`config.mk`:
```
export PLATFORM = sky130hd
export DESIGN_NAME = status_reply_stream_parser
export DESIGN_NICKNAME = d
export VERILOG_FILES = /design/src/rtl/srsp_pkg.sv /design/src/rtl/status_reply_stream_parser.sv
export SDC_FILE = /design/constraint.sdc
export NUM_CORES = 1
export LEC_CHECK = 0
export ABC_CLOCK_PERIOD_IN_PS = 4900
export BUFFER_PORTS_ARGS = -buffer_cell sky130_fd_sc_hd__buf_2
export CAP_MARGIN = 20
export CORE_MARGIN = 5
export CORE_UTILIZATION = 30
export CTS_CLUSTER_DIAMETER = 30
export DETAILED_ROUTE_END_ITERATION = 8
export HOLD_SLACK_MARGIN = 0.06
export PLACE_DENSITY = 0.56
export SLEW_MARGIN = 10
export SYNTH_ARGS = -nofsm -noshare
export SYNTH_HDL_FRONTEND = slang
export SYNTH_SLANG_ARGS = --single-unit
```
`constraint.sdc`:
```
create_clock -name clock -period 4.9 [get_ports clock]
set_input_delay 1.225 -clock clock [delete_from_list [all_inputs] [get_ports clock]]
set_output_delay 1.225 -clock clock [all_outputs]
set_load 0.01 [all_outputs]
```
`src/rtl/srsp_pkg.sv`:
```
// Package for the status reply stream parser: parser phase enum, result item
// record, result kinds and the key words scanned for. No dependencies.
package srsp_pkg;

   typedef enum logic [3:0] {
      PH_IDLE,
      PH_DROP1,
      PH_LEN1,
      PH_DROP2,
      PH_LEN2,
      PH_SCAN,
      PH_COLON_NUM,
      PH_NUM,
      PH_COLON_DESC,
      PH_QUOTE_DESC,
      PH_DESC
   } phase_type;

   typedef enum logic [1:0] {
      KEY_ONLINE,
      KEY_MAX,
      KEY_DESC
   } key_sel_type;

   localparam logic [2:0] KIND_ONLINE    = 3'd0;
   localparam logic [2:0] KIND_MAX       = 3'd1;
   localparam logic [2:0] KIND_DESC_CHAR = 3'd2;
   localparam logic [2:0] KIND_DESC_END  = 3'd3;
   localparam logic [2:0] KIND_REPLY_END = 3'd4;

   localparam logic [1:0] STATUS_ONLINE    = 2'd0;
   localparam logic [1:0] STATUS_NO_ONLINE = 2'd1;
   localparam logic [1:0] STATUS_SHORT     = 2'd2;

   localparam int          ONLINE_LEN    = 6;
   localparam int          MAX_LEN       = 3;
   localparam int          DESC_LEN      = 11;
   localparam int          MIN_REPLY_LEN = 10;
   localparam logic [30:0] COUNT_MAX     = 31'h7FFF_FFFF;
   localparam logic [7:0]  CHAR_QUOTE    = 8'h22;
   localparam logic [7:0]  CHAR_ZERO     = 8'h30;
   localparam logic [7:0]  CHAR_NINE     = 8'h39;

   localparam int FIFO_DEPTH = 4;

   typedef struct packed {
      logic [2:0]  kind;
      logic [30:0] value;
      logic [1:0]  status;
      logic        last;
   } result_type;

   function automatic logic [7:0] key_char(key_sel_type sel, logic [3:0] idx);
      logic [7:0] ch;
      ch = 8'h00;
      unique case (sel)
         KEY_ONLINE: begin
            unique case (idx)
               4'd0: ch = "o";
               4'd1: ch = "n";
               4'd2: ch = "l";
               4'd3: ch = "i";
               4'd4: ch = "n";
               4'd5: ch = "e";
               default: ch = 8'h00;
            endcase
         end
         KEY_MAX: begin
            unique case (idx)
               4'd0: ch = "m";
               4'd1: ch = "a";
               4'd2: ch = "x";
               default: ch = 8'h00;
            endcase
         end
         KEY_DESC: begin
            unique case (idx)
               4'd0:  ch = "d";
               4'd1:  ch = "e";
               4'd2:  ch = "s";
               4'd3:  ch = "c";
               4'd4:  ch = "r";
               4'd5:  ch = "i";
               4'd6:  ch = "p";
               4'd7:  ch = "t";
               4'd8:  ch = "i";
               4'd9:  ch = "o";
               4'd10: ch = "n";
               default: ch = 8'h00;
            endcase
         end
         default: ch = 8'h00;
      endcase
      return ch;
   endfunction

endpackage

```
`src/rtl/status_reply_stream_parser.sv`:
```
// Status reply stream parser, top level. One received byte per item; each
// item's state update and results come from one pass of logic. Uses srsp_pkg.
//
// The parser takes one item per clock while req_ready is high: a start
// (action 0) or one reply byte. It skips a byte, decodes a 7-bit-group length,
// rejects replies shorter than 10, skips a byte, decodes the body length and
// scans the body for the keys online, max and description. Results (counts,
// description characters, description end, reply end) leave through a 4-entry
// result queue, one per clock while rsp_ready is high, from the cycle after the
// item that causes them. req_ready drops while fewer than two queue entries are
// free. An item gives at most two results, and two only when it ends a reply,
// after which only zero-result items follow until the next reply is under way;
// so while the result side holds rsp_ready high the queue never holds more than
// two and the block takes one item every cycle. It stalls only when the result
// side holds rsp_ready low. Keys are matched on the fly, so no key bytes are
// stored; KEY_DEPTH sets where a long key wraps.
module status_reply_stream_parser
   import srsp_pkg::*;
#(
   parameter int KEY_DEPTH = 32
) (
   input  logic        clock,
   input  logic        reset,
   input  logic        req_valid,
   output logic        req_ready,
   input  logic        req_action,
   input  logic [7:0]  req_rx_byte,
   output logic        rsp_valid,
   input  logic        rsp_ready,
   output logic [2:0]  rsp_kind,
   output logic [30:0] rsp_value,
   output logic [1:0]  rsp_status,
   output logic        rsp_last
);

   localparam int KLW = $clog2(KEY_DEPTH + 1);
   localparam int PW  = $clog2(FIFO_DEPTH);
   localparam int CW  = $clog2(FIFO_DEPTH + 1);

   phase_type       phase_ff, phase_in;
   logic [31:0]     length_accum_ff, length_accum_in;
   logic [2:0]      group_count_ff, group_count_in;
   logic [31:0]     body_length_ff, body_length_in;
   logic [31:0]     consumed_count_ff, consumed_count_in;
   logic [KLW-1:0]  key_length_ff, key_length_in;
   logic [30:0]     number_accum_ff, number_accum_in;
   logic            number_target_ff, number_target_in;
   logic            got_online_ff, got_online_in;
   logic [2:0]      match_ff, match_in;

   result_type      fifo_mem_ff [FIFO_DEPTH];
   logic [PW-1:0]   wr_ptr_ff, wr_ptr_in;
   logic [PW-1:0]   rd_ptr_ff, rd_ptr_in;
   logic [CW-1:0]   count_ff, count_in;

   logic            accept;
   logic            pop;
   logic [7:0]      c;

   // length decoding
   logic [31:0]     lb_shifted;
   logic [31:0]     lb_acc;
   logic [2:0]      lb_gc;
   logic            lb_done;

   // numbers
   logic [34:0]     num_prod;
   logic [30:0]     num_next;
   logic            is_digit;

   // results
   logic            res_a_en, res_end_en;
   result_type      res_a, res_end;
   result_type      res0, res1;
   logic [1:0]      res_n;

   logic            key_first;
   logic [KLW-1:0]  online_len, max_len, desc_len;

   assign accept    = req_valid && req_ready;
   assign pop       = rsp_valid && rsp_ready;
   assign c         = req_rx_byte;
   assign req_ready = (count_ff <= CW'(FIFO_DEPTH - 2));

   assign online_len = KLW'(ONLINE_LEN);
   assign max_len    = KLW'(MAX_LEN);
   assign desc_len   = KLW'(DESC_LEN);

   always_comb begin
      unique case (group_count_ff)
         3'd0:    lb_shifted = {25'd0, c[6:0]};
         3'd1:    lb_shifted = {18'd0, c[6:0], 7'd0};
         3'd2:    lb_shifted = {11'd0, c[6:0], 14'd0};
         3'd3:    lb_shifted = {4'd0, c[6:0], 21'd0};
         3'd4:    lb_shifted = {c[3:0], 28'd0};
         default: lb_shifted = 32'd0;
      endcase
      lb_gc   = group_count_ff;
      lb_acc  = length_accum_ff;
      lb_done = 1'b0;
      if (c == 8'h00) begin
         lb_acc  = 32'd0;
         lb_done = 1'b1;
      end else begin
         lb_gc = group_count_ff + 3'd1;
         if (lb_gc > 3'd5) begin
            lb_acc  = 32'd0;
            lb_done = 1'b1;
         end else begin
            lb_acc  = length_accum_ff | lb_shifted;
            lb_done = !c[7];
         end
      end
   end

   always_comb begin
      is_digit = (c >= CHAR_ZERO) && (c <= CHAR_NINE);
      num_prod = ({4'd0, number_accum_ff} << 3) + ({4'd0, number_accum_ff} << 1)
                 + {31'd0, c[3:0]};
      num_next = (num_prod > {4'd0, COUNT_MAX}) ? COUNT_MAX : num_prod[30:0];
   end

   always_comb begin
      phase_in          = phase_ff;
      length_accum_in   = length_accum_ff;
      group_count_in    = group_count_ff;
      body_length_in    = body_length_ff;
      consumed_count_in = consumed_count_ff;
      key_length_in     = key_length_ff;
      number_accum_in   = number_accum_ff;
      number_target_in  = number_target_ff;
      got_online_in     = got_online_ff;
      match_in          = match_ff;
      res_a_en          = 1'b0;
      res_end_en        = 1'b0;
      res_a             = '0;
      res_end           = '0;
      res_end.kind      = KIND_REPLY_END;
      key_first         = (key_length_ff == '0);

      if (accept) begin
         if (!req_action) begin
            phase_in          = PH_DROP1;
            length_accum_in   = 32'd0;
            group_count_in    = 3'd0;
            body_length_in    = 32'd0;
            consumed_count_in = 32'd0;
            key_length_in     = '0;
            number_accum_in   = 31'd0;
            number_target_in  = 1'b0;
            got_online_in     = 1'b0;
            match_in          = 3'b000;
         end else begin
            unique case (phase_ff)
               PH_IDLE: begin
               end
               PH_DROP1: phase_in = PH_LEN1;
               PH_LEN1: begin
                  length_accum_in = lb_acc;
                  group_count_in  = lb_gc;
                  if (lb_done) begin
                     if (lb_acc[31] || lb_acc < 32'(MIN_REPLY_LEN)) begin
                        res_end_en     = 1'b1;
                        res_end.status = STATUS_SHORT;
                        phase_in       = PH_IDLE;
                     end else begin
                        phase_in = PH_DROP2;
                     end
                     length_accum_in = 32'd0;
                     group_count_in  = 3'd0;
                  end
               end
               PH_DROP2: phase_in = PH_LEN2;
               PH_LEN2: begin
                  length_accum_in = lb_acc;
                  group_count_in  = lb_gc;
                  if (lb_done) begin
                     body_length_in    = lb_acc;
                     consumed_count_in = 32'd0;
                     key_length_in     = '0;
                     if (lb_acc[31] || lb_acc == 32'd0) begin
                        res_end_en     = 1'b1;
                        res_end.status = got_online_ff ? STATUS_ONLINE : STATUS_NO_ONLINE;
                        phase_in       = PH_IDLE;
                     end else begin
                        phase_in = PH_SCAN;
                     end
                  end
               end
               PH_SCAN, PH_COLON_NUM, PH_NUM, PH_COLON_DESC, PH_QUOTE_DESC,
               PH_DESC: begin
                  consumed_count_in = consumed_count_ff + 32'd1;
                  unique case (phase_ff)
                     PH_SCAN: begin
                        if (c == CHAR_QUOTE) begin
                           if (key_length_ff == online_len && match_ff[KEY_ONLINE]) begin
                              number_target_in = 1'b0;
                              phase_in         = PH_COLON_NUM;
                           end else if (key_length_ff == max_len && match_ff[KEY_MAX]) begin
                              number_target_in = 1'b1;
                              phase_in         = PH_COLON_NUM;
                           end else if (key_length_ff == desc_len
                                        && match_ff[KEY_DESC]) begin
                              phase_in = PH_COLON_DESC;
                           end
                           key_length_in = '0;
                        end else if (key_length_ff >= KLW'(KEY_DEPTH)) begin
                           key_length_in = '0;
                        end else begin
                           match_in[KEY_ONLINE] = (key_first || match_ff[KEY_ONLINE])
                              && (key_length_ff < online_len)
                              && (c == key_char(KEY_ONLINE, key_length_ff[3:0]));
                           match_in[KEY_MAX] = (key_first || match_ff[KEY_MAX])
                              && (key_length_ff < max_len)
                              && (c == key_char(KEY_MAX, key_length_ff[3:0]));
                           match_in[KEY_DESC] = (key_first || match_ff[KEY_DESC])
                              && (key_length_ff < desc_len)
                              && (c == key_char(KEY_DESC, key_length_ff[3:0]));
                           key_length_in = key_length_ff + KLW'(1);
                        end
                     end
                     PH_COLON_NUM: begin
                        number_accum_in = 31'd0;
                        phase_in        = PH_NUM;
                     end
                     PH_NUM: begin
                        if (is_digit) begin
                           number_accum_in = num_next;
                        end else begin
                           res_a_en        = 1'b1;
                           res_a.kind      = number_target_ff ? KIND_MAX : KIND_ONLINE;
                           res_a.value     = number_accum_ff;
                           if (!number_target_ff) begin
                              got_online_in = 1'b1;
                           end
                           number_accum_in = 31'd0;
                           phase_in        = PH_SCAN;
                        end
                     end
                     PH_COLON_DESC: phase_in = PH_QUOTE_DESC;
                     PH_QUOTE_DESC: phase_in = PH_DESC;
                     PH_DESC: begin
                        res_a_en = 1'b1;
                        if (c == 8'h00 || c == CHAR_QUOTE) begin
                           res_a.kind = KIND_DESC_END;
                           phase_in   = PH_SCAN;
                        end else begin
                           res_a.kind  = KIND_DESC_CHAR;
                           res_a.value = {23'd0, c};
                        end
                     end
                     default: begin
                     end
                  endcase
                  if (phase_in == PH_SCAN && consumed_count_in >= body_length_ff) begin
                     res_end_en     = 1'b1;
                     res_end.status = got_online_in ? STATUS_ONLINE : STATUS_NO_ONLINE;
                     phase_in       = PH_IDLE;
                  end
               end
               default: begin
               end
            endcase
         end
      end
   end

   always_comb begin
      res0 = res_a;
      res1 = res_end;
      res0.last = 1'b0;
      res1.last = 1'b1;
      res_n = 2'd0;
      if (res_a_en && res_end_en) begin
         res_n = 2'd2;
      end else if (res_a_en) begin
         res0.last = 1'b1;
         res_n     = 2'd1;
      end else if (res_end_en) begin
         res0  = res1;
         res_n = 2'd1;
      end
   end

   always_comb begin
      wr_ptr_in = wr_ptr_ff + PW'(res_n);
      rd_ptr_in = pop ? rd_ptr_ff + PW'(1) : rd_ptr_ff;
      count_in  = count_ff + CW'(res_n) - CW'(pop);
   end

   always_ff @(posedge clock) begin
      if (reset) begin
         phase_ff          <= PH_IDLE;
         length_accum_ff   <= 32'd0;
         group_count_ff    <= 3'd0;
         body_length_ff    <= 32'd0;
         consumed_count_ff <= 32'd0;
         key_length_ff     <= '0;
         number_accum_ff   <= 31'd0;
         number_target_ff  <= 1'b0;
         got_online_ff     <= 1'b0;
         match_ff          <= 3'b000;
         wr_ptr_ff         <= '0;
         rd_ptr_ff         <= '0;
         count_ff          <= '0;
      end else begin
         phase_ff          <= phase_in;
         length_accum_ff   <= length_accum_in;
         group_count_ff    <= group_count_in;
         body_length_ff    <= body_length_in;
         consumed_count_ff <= consumed_count_in;
         key_length_ff     <= key_length_in;
         number_accum_ff   <= number_accum_in;
         number_target_ff  <= number_target_in;
         got_online_ff     <= got_online_in;
         match_ff          <= match_in;
         wr_ptr_ff         <= wr_ptr_in;
         rd_ptr_ff         <= rd_ptr_in;
         count_ff          <= count_in;
      end
   end

   always_ff @(posedge clock) begin
      if (res_n != 2'd0) begin
         fifo_mem_ff[wr_ptr_ff] <= res0;
      end
      if (res_n == 2'd2) begin
         fifo_mem_ff[wr_ptr_ff + PW'(1)] <= res1;
      end
   end

   assign rsp_valid  = (count_ff != '0);
   assign rsp_kind   = fifo_mem_ff[rd_ptr_ff].kind;
   assign rsp_value  = fifo_mem_ff[rd_ptr_ff].value;
   assign rsp_status = fifo_mem_ff[rd_ptr_ff].status;
   assign rsp_last   = fifo_mem_ff[rd_ptr_ff].last;

   a_queue_bound: assert property (@(posedge clock) disable iff (reset)
      count_ff <= CW'(FIFO_DEPTH))
      else $error("result queue overflow");

   a_end_is_last: assert property (@(posedge clock) disable iff (reset)
      rsp_valid && rsp_kind == KIND_REPLY_END |-> rsp_last)
      else $error("reply end not marked last");

   a_status_only_on_end: assert property (@(posedge clock) disable iff (reset)
      rsp_valid && rsp_kind != KIND_REPLY_END |-> rsp_status == STATUS_ONLINE)
      else $error("status set on non-end item");

   a_two_results_pair: assert property (@(posedge clock) disable iff (reset)
      res_n == 2'd2 |-> res_end_en && (res_a.kind == KIND_ONLINE
         || res_a.kind == KIND_MAX || res_a.kind == KIND_DESC_END))
      else $error("bad result pair");

   a_start_rearms: assert property (@(posedge clock) disable iff (reset)
      accept && !req_action |=> phase_ff == PH_DROP1 && key_length_ff == '0
         && !got_online_ff)
      else $error("start did not rearm parser");

endmodule

```
==> results of run 1 <==
worst min-delay path, cell delays in order (launching register included):
cell and delay [ns]:
dfxtp_1 0.32, nand2_1 0.05, o21ai_0 0.05
stage by stage:
stage	power, µW	hold WS [ns]	util	worst slack (ns)	instances
global route	9060	0.482	0.403	-0.176	2704
finish	8740	0.454	0.403	0.0690	2705
global placement	3250	0.433	0.340	-0.359	2543
detailed placement	3250	0.444	0.340	-0.372	2543
floorplan	3060	0.420	-	0.0202	1781
CTS	8810	0.454	0.395	0.0142	2693
what timing repair did:
item,CTS,global route
setup buffers,1,6
gates resized for setup,16,62
cloned,0,5
endpoints found under the setup margin,151,156
pin swaps,3,31
kinds of logic (layout without fill, tap and decap cells):
family | Yosys count | count (layout) | share of synthesized area
muxes | 43 | 43 | 0.0544
and+or+nand+nor | 490 | 490 | 0.144
adders and majority gates | 119 | 119 | 0.0919
other | 0 | 1 | 0
buffers and inverters | 192 | 419 | 0.0443
AOI/OAI and AO/OA | 555 | 555 | 0.247
xor gates and xnor gates | 74 | 74 | 0.0394
DFF | 308 | 308 | 0.380
per-layer routing:
metal | wire length [µm] | global-route usage
met5 | 13 | 0
met3 | 2790 | 0.0356
met1 | 22500 | 0.205
met2 | 23000 | 0.256
met4 | 1050 | 0.0526
state kept, by name, indices dropped and copies added, names as in the netlist, named ones only:
signal / flops
group_count_ff: 3
got_online_ff: 1
fifo_mem_ff: 148
number_target_ff: 1
key_length_ff: 6
length_accum_ff: 32
count_ff: 3
body_length_ff: 32
phase_ff: 4
wr_ptr_ff: 2
number_accum_ff: 31
rd_ptr_ff: 2
match_ff: 3
consumed_count_ff: 32
layout make-up:
class | count | area [µm²]
inverters | 69 | 259
repair buffers | 201 | 1620
well taps | 696 | 871
clock inverters | 34 | 558
diodes | 1 | 2.50
flip-flops and latches | 308 | 6250
multi-input cells | 1281 | 9830
clock buffers | 115 | 2360
fillers | 5267 | 32300
path summary, 6_finish.rpt:
path | from | to | slack [ns] | cells past startpoint
setup / recovery | consumed_count_ff[4] | fifo_mem_ff[1][2] | 0.07 | 22
setup reg to reg | consumed_count_ff[4] | fifo_mem_ff[1][2] | 0.07 | 22
hold / removal | fifo_mem_ff[0][35] | fifo_mem_ff[0][35] | 0.45 | 2
hold reg to reg | fifo_mem_ff[0][35] | fifo_mem_ff[0][35] | 0.45 | 2
synthesized netlist by cell type (3+ instances only):
cell type  instances
nand3b_1           6
inv_1             67
a221o_1           32
a22o_1           129
a211oi_1          12
mux2i_1            5
or4_1              9
o32ai_1            3
a21oi_1          109
o22a_1             5
o311ai_0           3
and2_1            10
a211o_1            3
nor3_1            25
o21bai_1           6
o21a_1             5
a31o_2             5
nand3_1           38
edfxtp_1           8
a31oi_1           10
nor2_1           201
clkbuf_1         115
o21ai_0           65
ha_1             116
o211ai_1           8
xor2_1            32
nor3b_1            9
a22oi_1           51
xnor2_1           42
fa_1               3
nand4_1           23
mux4_2            37
a21o_1            39
o31ai_1            9
nor4_1            19
nor2b_1           21
a2111oi_0          9
nand2_1           78
nand2b_1           7
buf_1              7
or3_1             15
and3_1            17
a32oi_1           30
dfxtp_1          300
power breakdown:
group | switching (µW) | internal [µW]
clock network | 1630 | 3870
logic | 355 | 256
registers | 70.6 | 2560
==> impl_metrics.toml, run 1 <==
[outcome]
status = "completed"

[clock_network]
cts_sinks = 308
h-tree-depth = 3
clk_pin_slew_ns = 0.04
cts_tree = "yes"
cts_made_buffers = 81
clock_latency_ns = 0.62
cts-root-buf = "clkbuf_16"
cts_buffer_depth = 3
holdBufCountCts = 0

[critical_path]
path_common_cell = "buf_4"
cp.required_ns = 5.33
path_class = "reg2reg"
start_kind = "register"
worstSetupEndpointType = "register"
cp_data_arrival_time_ns = 5.26
slowest_delay_ns = 0.48
path_delay_family = "simple AND/OR/NAND/NOR gates"
cp_slowest_cell = "or4_4"
critPathBufInv = 5
path_cells = "and3_4 -> and3_4 -> nand3_4 -> buf_6 -> nor4_4 -> buf_4 -> xor2_1 -> ha_1 -> nand4_1 -> or3_4 -> a2111oi_4 -> buf_4 -> o31ai_4 -> a21oi_4 -> o21ai_2 -> buf_4 -> ha_2 -> buf_4 -> nor2_1 -> nand2_1 -> or4_4 -> a21oi_4"
path_max_fanout = 6

[sta]
fin_crit_ns = 4.83
tightest_slew_ns = 0.863
fmax_mhz = 207
maxSlewViolCount = 0
final-hold-violation-count = 0
grt_setup_unrepaired = "yes"
finalCritPeriodShare = 0.986
setup_viol = 0
tns_ns = 0
finClkSkew_ns = 0.0341
slew_headroom = 0.424

[grt]
antenna_found_initial = 2
grt_max_degree = 82
grt_pass1_wl_um = 77400
overflow = 0
grt_pass1_vias = 14542
grt_usage = 0.157

[finish]
final_cell_area_um2 = 21700
drive_above_1_share = 0.225
synthToLayoutAreaGrowth_pct = 32.2
final_cell_mix = "295 x dfxtp_1, 193 x nor2_1, 130 x buf_4"
finalNetCount = 2074
final_common_cell = "dfxtp_1"

[drt]
vias = 14659
drt_iter0_markers = 973
wl_um = 49300
wl_per_cell_um = 18.2
via_per_inst = 5.42
postRouteAntennaNets = 0
dr.pass1.iters = 5
drc = 0

[power]
ir_drop_mv = 0.242
power.density_nw_per_um2 = 402
p_leak_uw = 0.00912

[placed_design]
placed_area_um2 = 18300
dpl.hpwl_um = 32000
numPortBuffers = 51
gp_congestion = 0.859

[synth]
synth_flop_cell = "dfxtp_1"
syn_area_um2 = 16400
yosys.area.top_type = "dfxtp_1"
syn-num-nets = 1913
synthCells = 1781
async_flop_share = 0
synth_seq_cells = 308
ys_types = 70
synth_area_per_cell_um2 = 9.23
synthDominantCellAreaShare = 0.365
synth_edf_count = 8
yosysWarnings = 0
ys_seq_area_frac = 0.380
synth_area_leaders = "dfxtp_1 37%, ha_1 8.8%, a22o_1 6.9%"

[floorplan]
start_util = 0.304
die_w_um = 244
die-area_um2 = 59600
num_io_pins = 52
rows = 85
die_height_um = 244
core_um2 = 54000

[job]
cap_violations = 0

[worst_hold_path]
hold_path.class = "reg2reg"
Note: power is estimated with default switching activity, not from simulation.
==> inputs of run 2 (changes only) <==
--- a/config.mk
+++ b/config.mk
@@ -10,8 +10,10 @@
 export CAP_MARGIN = 20
 export CORE_MARGIN = 5
 export CORE_UTILIZATION = 30
+export CTS_BUF_LIST = sky130_fd_sc_hd__clkbuf_4 sky130_fd_sc_hd__clkbuf_8
 export CTS_CLUSTER_DIAMETER = 30
 export DETAILED_ROUTE_END_ITERATION = 8
+export GPL_ROUTABILITY_DRIVEN = 0
 export HOLD_SLACK_MARGIN = 0.06
 export PLACE_DENSITY = 0.56
 export SLEW_MARGIN = 10
==> impl_metrics.toml, run 2 (synthesis results as in run 1) <==
[outcome]
status = "completed"

[drt]
postRouteAntennaNets = 0
wl_per_cell_um = 17.7
dr.pass1.iters = 5
drc = 0
vias = 14608
drt_iter0_markers = 1086
wl_um = 47700
via_per_inst = 5.41

[sta]
finClkSkew_ns = 0.0546
tightest_slew_ns = 1.04
worst_slack_ns = 0.247
fmax_mhz = 215
finalCritPeriodShare = 0.950
slew_headroom = 0.308
setup_viol = 0
fin_crit_ns = 4.65
tns_ns = 0
final-hold-violation-count = 0
maxSlewViolCount = 0

[floorplan]
die-area_um2 = 59600
rows = 85
core_um2 = 54000
start_util = 0.304
num_io_pins = 52
die_w_um = 244
die_height_um = 244

[grt]
grt_usage = 0.156
grt_max_degree = 95
grt_pass1_wl_um = 77000
antenna_found_initial = 3
grt_pass1_vias = 14487
overflow = 0

[placed_design]
numPortBuffers = 51
dpl_worst_slack_ns = -0.271
dpl.hpwl_um = 31800

[power]
total_power_uw = 7340
ir_drop_mv = 0.199
p_leak_uw = 0.00866
power.density_nw_per_um2 = 355

[finish]
largest_reg_flops = 148
fillers = 5445
drive_above_1_share = 0.221
final_cell_mix = "295 x dfxtp_1, 195 x nor2_1, 133 x buf_4"
finalNetCount = 2068
synthToLayoutAreaGrowth_pct = 25.6
seqCellArea_um2 = 6250
final_common_cell = "dfxtp_1"
top_register = "fifo_mem_ff"
multiInputGateArea_um2 = 9710

[critical_path]
cp.required_ns = 5.42
path_max_fanout = 4
path_class = "reg2reg"
cp_data_arrival_time_ns = 5.17
crit_start = "consumed_count_ff[3]"
rr_startpoint = "consumed_count_ff[3]"
worstSetupEndpointType = "register"
start_kind = "register"

[clock_network]
cts_sinks = 308
cts_made_buffers = 80
h-tree-depth = 3
holdBufCountCts = 0
cts_buffer_depth = 3
clk_pin_slew_ns = 0.05
cts-root-buf = "clkbuf_8"
clock_latency_ns = 0.67
cts_tree = "yes"

[worst_hold_path]
worstHoldStart = "fifo_mem_ff[0][35]"
hold_path.class = "reg2reg"

[job]
cap_violations = 0
## run 2: worst paths after layout
path	endpoint	slack, ns	cells past startpoint
max	count_ff[2]	0.25	26
min	fifo_mem_ff[0][35]	0.46	2
max reg2reg	count_ff[2]	0.25	26
min reg2reg	fifo_mem_ff[0][35]	0.46	2
## run 2: cell type report
| type | instances | share of cell area |
|---|---|---|
| Multi-Input combinational cell | 1281 | 0.470 |
| Tap cell | 696 | 0.0422 |
| Inverter | 69 | 0.0125 |
| Clock buffer | 104 | 0.0654 |
| Timing Repair Buffer | 196 | 0.0726 |
| Sequential cell | 308 | 0.303 |
| Antenna cell | 1 | 0.000121 |
| Clock inverter | 44 | 0.0345 |
## run 2: worst max-delay path, cell delays in order, from the launching register on
cell and delay [ns]:
dfxtp_2 0.32, and3_4 0.18, and3_4 0.21, nand3_2 0.09, nor2_2 0.12, and4_4 0.24
and2_4 0.14, nand2_1 0.07, xnor2_1 0.13, ha_1 0.30, nand2_1 0.08, or3_4 0.39
a2111oi_4 0.28, buf_4 0.17, o31ai_4 0.07, a21oi_2 0.18, o21ai_2 0.10, inv_2 0.11
ha_4 0.21, ha_4 0.21, inv_1 0.05, ha_1 0.13, inv_1 0.05, fa_2 0.33
xnor2_1 0.18, xnor2_1 0.14, nor2_1 0.05
## run 2: metal layers
| metal | wire, µm | vias to the layer above | global-route usage |
|---|---|---|---|
| met5 | 31 | - | 0 |
| met1 | 22000 | 7156 | 0.206 |
| met2 | 22100 | 337 | 0.251 |
| met4 | 1220 | 4 | 0.0531 |
| li1 | - | 7014 | - |
| met3 | 2380 | 97 | 0.0367 |
## run 2: timing repair
| action | in CTS | in global routing |
|---|---|---|
| pin swaps | 1 | 19 |
| buffers inserted | 1 | 3 |
| resized for setup | 12 | 31 |
| cloned | 0 | 0 |
| endpoints found under the setup margin | 122 | 129 |
## run 2: power by group
group / total [µW] / internal (µW) / switching, µW
registers: 2590 / 2550 / 35.4
logic: 635 / 253 / 382
clock network: 4110 / 2730 / 1380
total: 7340 / 5540 / 1800
## run 2: per-stage QoR
step / instance area (µm²) / utilization / std cells / hold WS [ns]
2_1_floorplan: 16500 / - / 1781 / 0.420
5_1_grt: 20700 / 0.382 / 2699 / 0.481
6_report: 20700 / 0.382 / 2699 / 0.458
4_1_cts: 20500 / 0.379 / 2694 / 0.461
3_5_place_dp: 18300 / 0.340 / 2545 / 0.449
3_3_place_gp: 18300 / 0.340 / 2545 / 0.431
==> inputs of run 3 (changes only) <==
--- a/config.mk
+++ b/config.mk
@@ -5,7 +5,6 @@
 export SDC_FILE = /design/constraint.sdc
 export NUM_CORES = 1
 export LEC_CHECK = 0
-export ABC_CLOCK_PERIOD_IN_PS = 4900
 export BUFFER_PORTS_ARGS = -buffer_cell sky130_fd_sc_hd__buf_2
 export CAP_MARGIN = 20
 export CORE_MARGIN = 5
@@ -15,7 +14,7 @@
 export DETAILED_ROUTE_END_ITERATION = 8
 export GPL_ROUTABILITY_DRIVEN = 0
 export HOLD_SLACK_MARGIN = 0.06
-export PLACE_DENSITY = 0.56
+export PLACE_DENSITY = 0.54
 export SLEW_MARGIN = 10
 export SYNTH_ARGS = -nofsm -noshare
 export SYNTH_HDL_FRONTEND = slang
==> constraint.sdc (replaced) <==
create_clock -name clock -period 6 [get_ports clock]
set_input_delay 1.5 -clock clock [delete_from_list [all_inputs] [get_ports clock]]
set_output_delay 1.5 -clock clock [all_outputs]
set_load 0.01 [all_outputs]
==> impl_metrics.toml, run 3 (synthesis results as in run 1) <==
[sta]
setup_viol = 0
final-hold-violation-count = 0
finalCritPeriodShare = 0.922
fmax_mhz = 181
fin_crit_ns = 5.53
tightest_slew_ns = 0.963
finClkSkew_ns = 0.0539
slew_headroom = 0.358
tns_ns = 0
maxSlewViolCount = 0

[finish]
drive_above_1_share = 0.158
final_cells = 2591
finalNetCount = 1965
top_register = "fifo_mem_ff"
synthToLayoutAreaGrowth_pct = 18.2
fillers = 5473
final_common_cell = "dfxtp_1"
largest_reg_flops = 148
final_cell_mix = "298 x dfxtp_1, 200 x nor2_1, 129 x a22o_1"

[floorplan]
num_io_pins = 52
rows = 85
die_w_um = 244
die-area_um2 = 59600
core_um2 = 54000
die_height_um = 244
start_util = 0.304

[critical_path]
worstSetupEndpointType = "register"
path_max_fanout = 8
rrSetupSlack_ns = 0.47
reg2reg_to = "count_ff[2]"
cp_data_arrival_time_ns = 6.02
start_kind = "register"
reg2reg_depth = 25
path_class = "reg2reg"
rr_startpoint = "consumed_count_ff[3]"
cp.required_ns = 6.49

[drt]
drc = 0
wl_um = 46700
wl_per_cell_um = 18.0
dr.pass1.iters = 5
vias = 13994
postRouteAntennaNets = 0
via_per_inst = 5.40
drt_iter0_markers = 1100

[power]
total_power_uw = 5740
p_leak_uw = 0.00801
power.density_nw_per_um2 = 295
ir_drop_mv = 0.159

[grt]
grt_pass1_wl_um = 76100
grt_max_degree = 77
antenna_found_initial = 2
grt_pass1_vias = 13916
overflow = 0
grt_usage = 0.154

[worst_hold_path]
hold_path.class = "reg2reg"
whs_path_depth = 2
min_to = "fifo_mem_ff[3][35]"
worstHoldStart = "fifo_mem_ff[3][35]"

[job]
cap_violations = 0

[placed_design]
numPortBuffers = 51
dp.cells = 2448
dpl.hpwl_um = 31300

[clock_network]
post_cts_resized = 0
cts-root-buf = "clkbuf_8"
cts_tree = "yes"
post_cts_buffers = 0
clk_pin_slew_ns = 0.05
cts_sinks = 308
clock_latency_ns = 0.66
cts_buffer_depth = 3
h-tree-depth = 3
holdBufCountCts = 0
cts_made_buffers = 79

[outcome]
status = "completed"
## run 3: cell count changes in the layout (fill, tap and decap cells not counted), sizes merged
cell,delta
clkinvlp,-2
bufinv,-5
diode,+1
clkbuf,+2
clkinv,-2
buf,-102
## run 3: routing by layer
| metal | vias to the layer above | GRT usage | wire length (µm) | part of all wire |
|---|---|---|---|---|
| met5 | - | 0 | 0 | 0 |
| li1 | 6823 | - | - | - |
| met2 | 344 | 0.248 | 21300 | 0.46 |
| met4 | 0 | 0.0495 | 960 | 0.021 |
| met1 | 6749 | 0.209 | 22100 | 0.47 |
| met3 | 78 | 0.0292 | 2340 | 0.050 |
## run 3: power by group
group,internal (µW),switching (µW)
Sequential,2080,66.7
Combinational,184,271
Clock,2030,1110
## run 3: how the worst max path moves through the flow
stage,to,cells after the start,start
detailed placement,fifo_mem_ff[0][24],22,consumed_count_ff[2]
global placement,count_ff[2],25,consumed_count_ff[2]
global route,count_ff[2],25,consumed_count_ff[2]
CTS,fifo_mem_ff[0][12],22,consumed_count_ff[3]
floorplan,count_ff[2],25,consumed_count_ff[2]
finish,count_ff[2],25,consumed_count_ff[3]
## run 3: worst max-delay path, cell delays in order, from the launching register on
cell,delay (ns)
dfxtp_1,0.38
and3_1,0.22
and3_1,0.26
nand3_1,0.26
nor4_1,0.51
buf_4,0.26
nand3_1,0.10
xnor2_1,0.26
ha_1,0.30
a21o_1,0.18
a21o_1,0.18
a21oi_1,0.14
nor2_1,0.06
a211oi_2,0.31
a21oi_2,0.12
o21ai_2,0.17
inv_1,0.08
ha_1,0.32
ha_1,0.28
inv_1,0.05
ha_1,0.14
inv_1,0.05
fa_1,0.37
xnor2_1,0.18
xnor2_1,0.13
nor2_1,0.05
## run 3: final cells by class
cell class	instances	area (µm²)	share of cell area
antenna	2	5.00	0.000258
sequential	308	6250	0.322
tap	696	871	0.0448
multi-input combinational	1281	9510	0.489
clock buffer	106	1370	0.0706
timing repair buffer	94	618	0.0318
clock inverter	35	556	0.0286
inverter	69	259	0.0133
## run 3: metrics by stage
stage                     utilization  cell area [µm²]  hold slack, ns  setup slack (ns)
after floorplan                     -            16400           0.420             0.679
after global placement          0.324            17500           0.439             0.134
after detailed placement        0.324            17500           0.445            0.0644
after CTS                       0.359            19400           0.457            0.0225
after global routing            0.360            19400           0.482          -0.00365
final                           0.360            19400           0.461             0.465
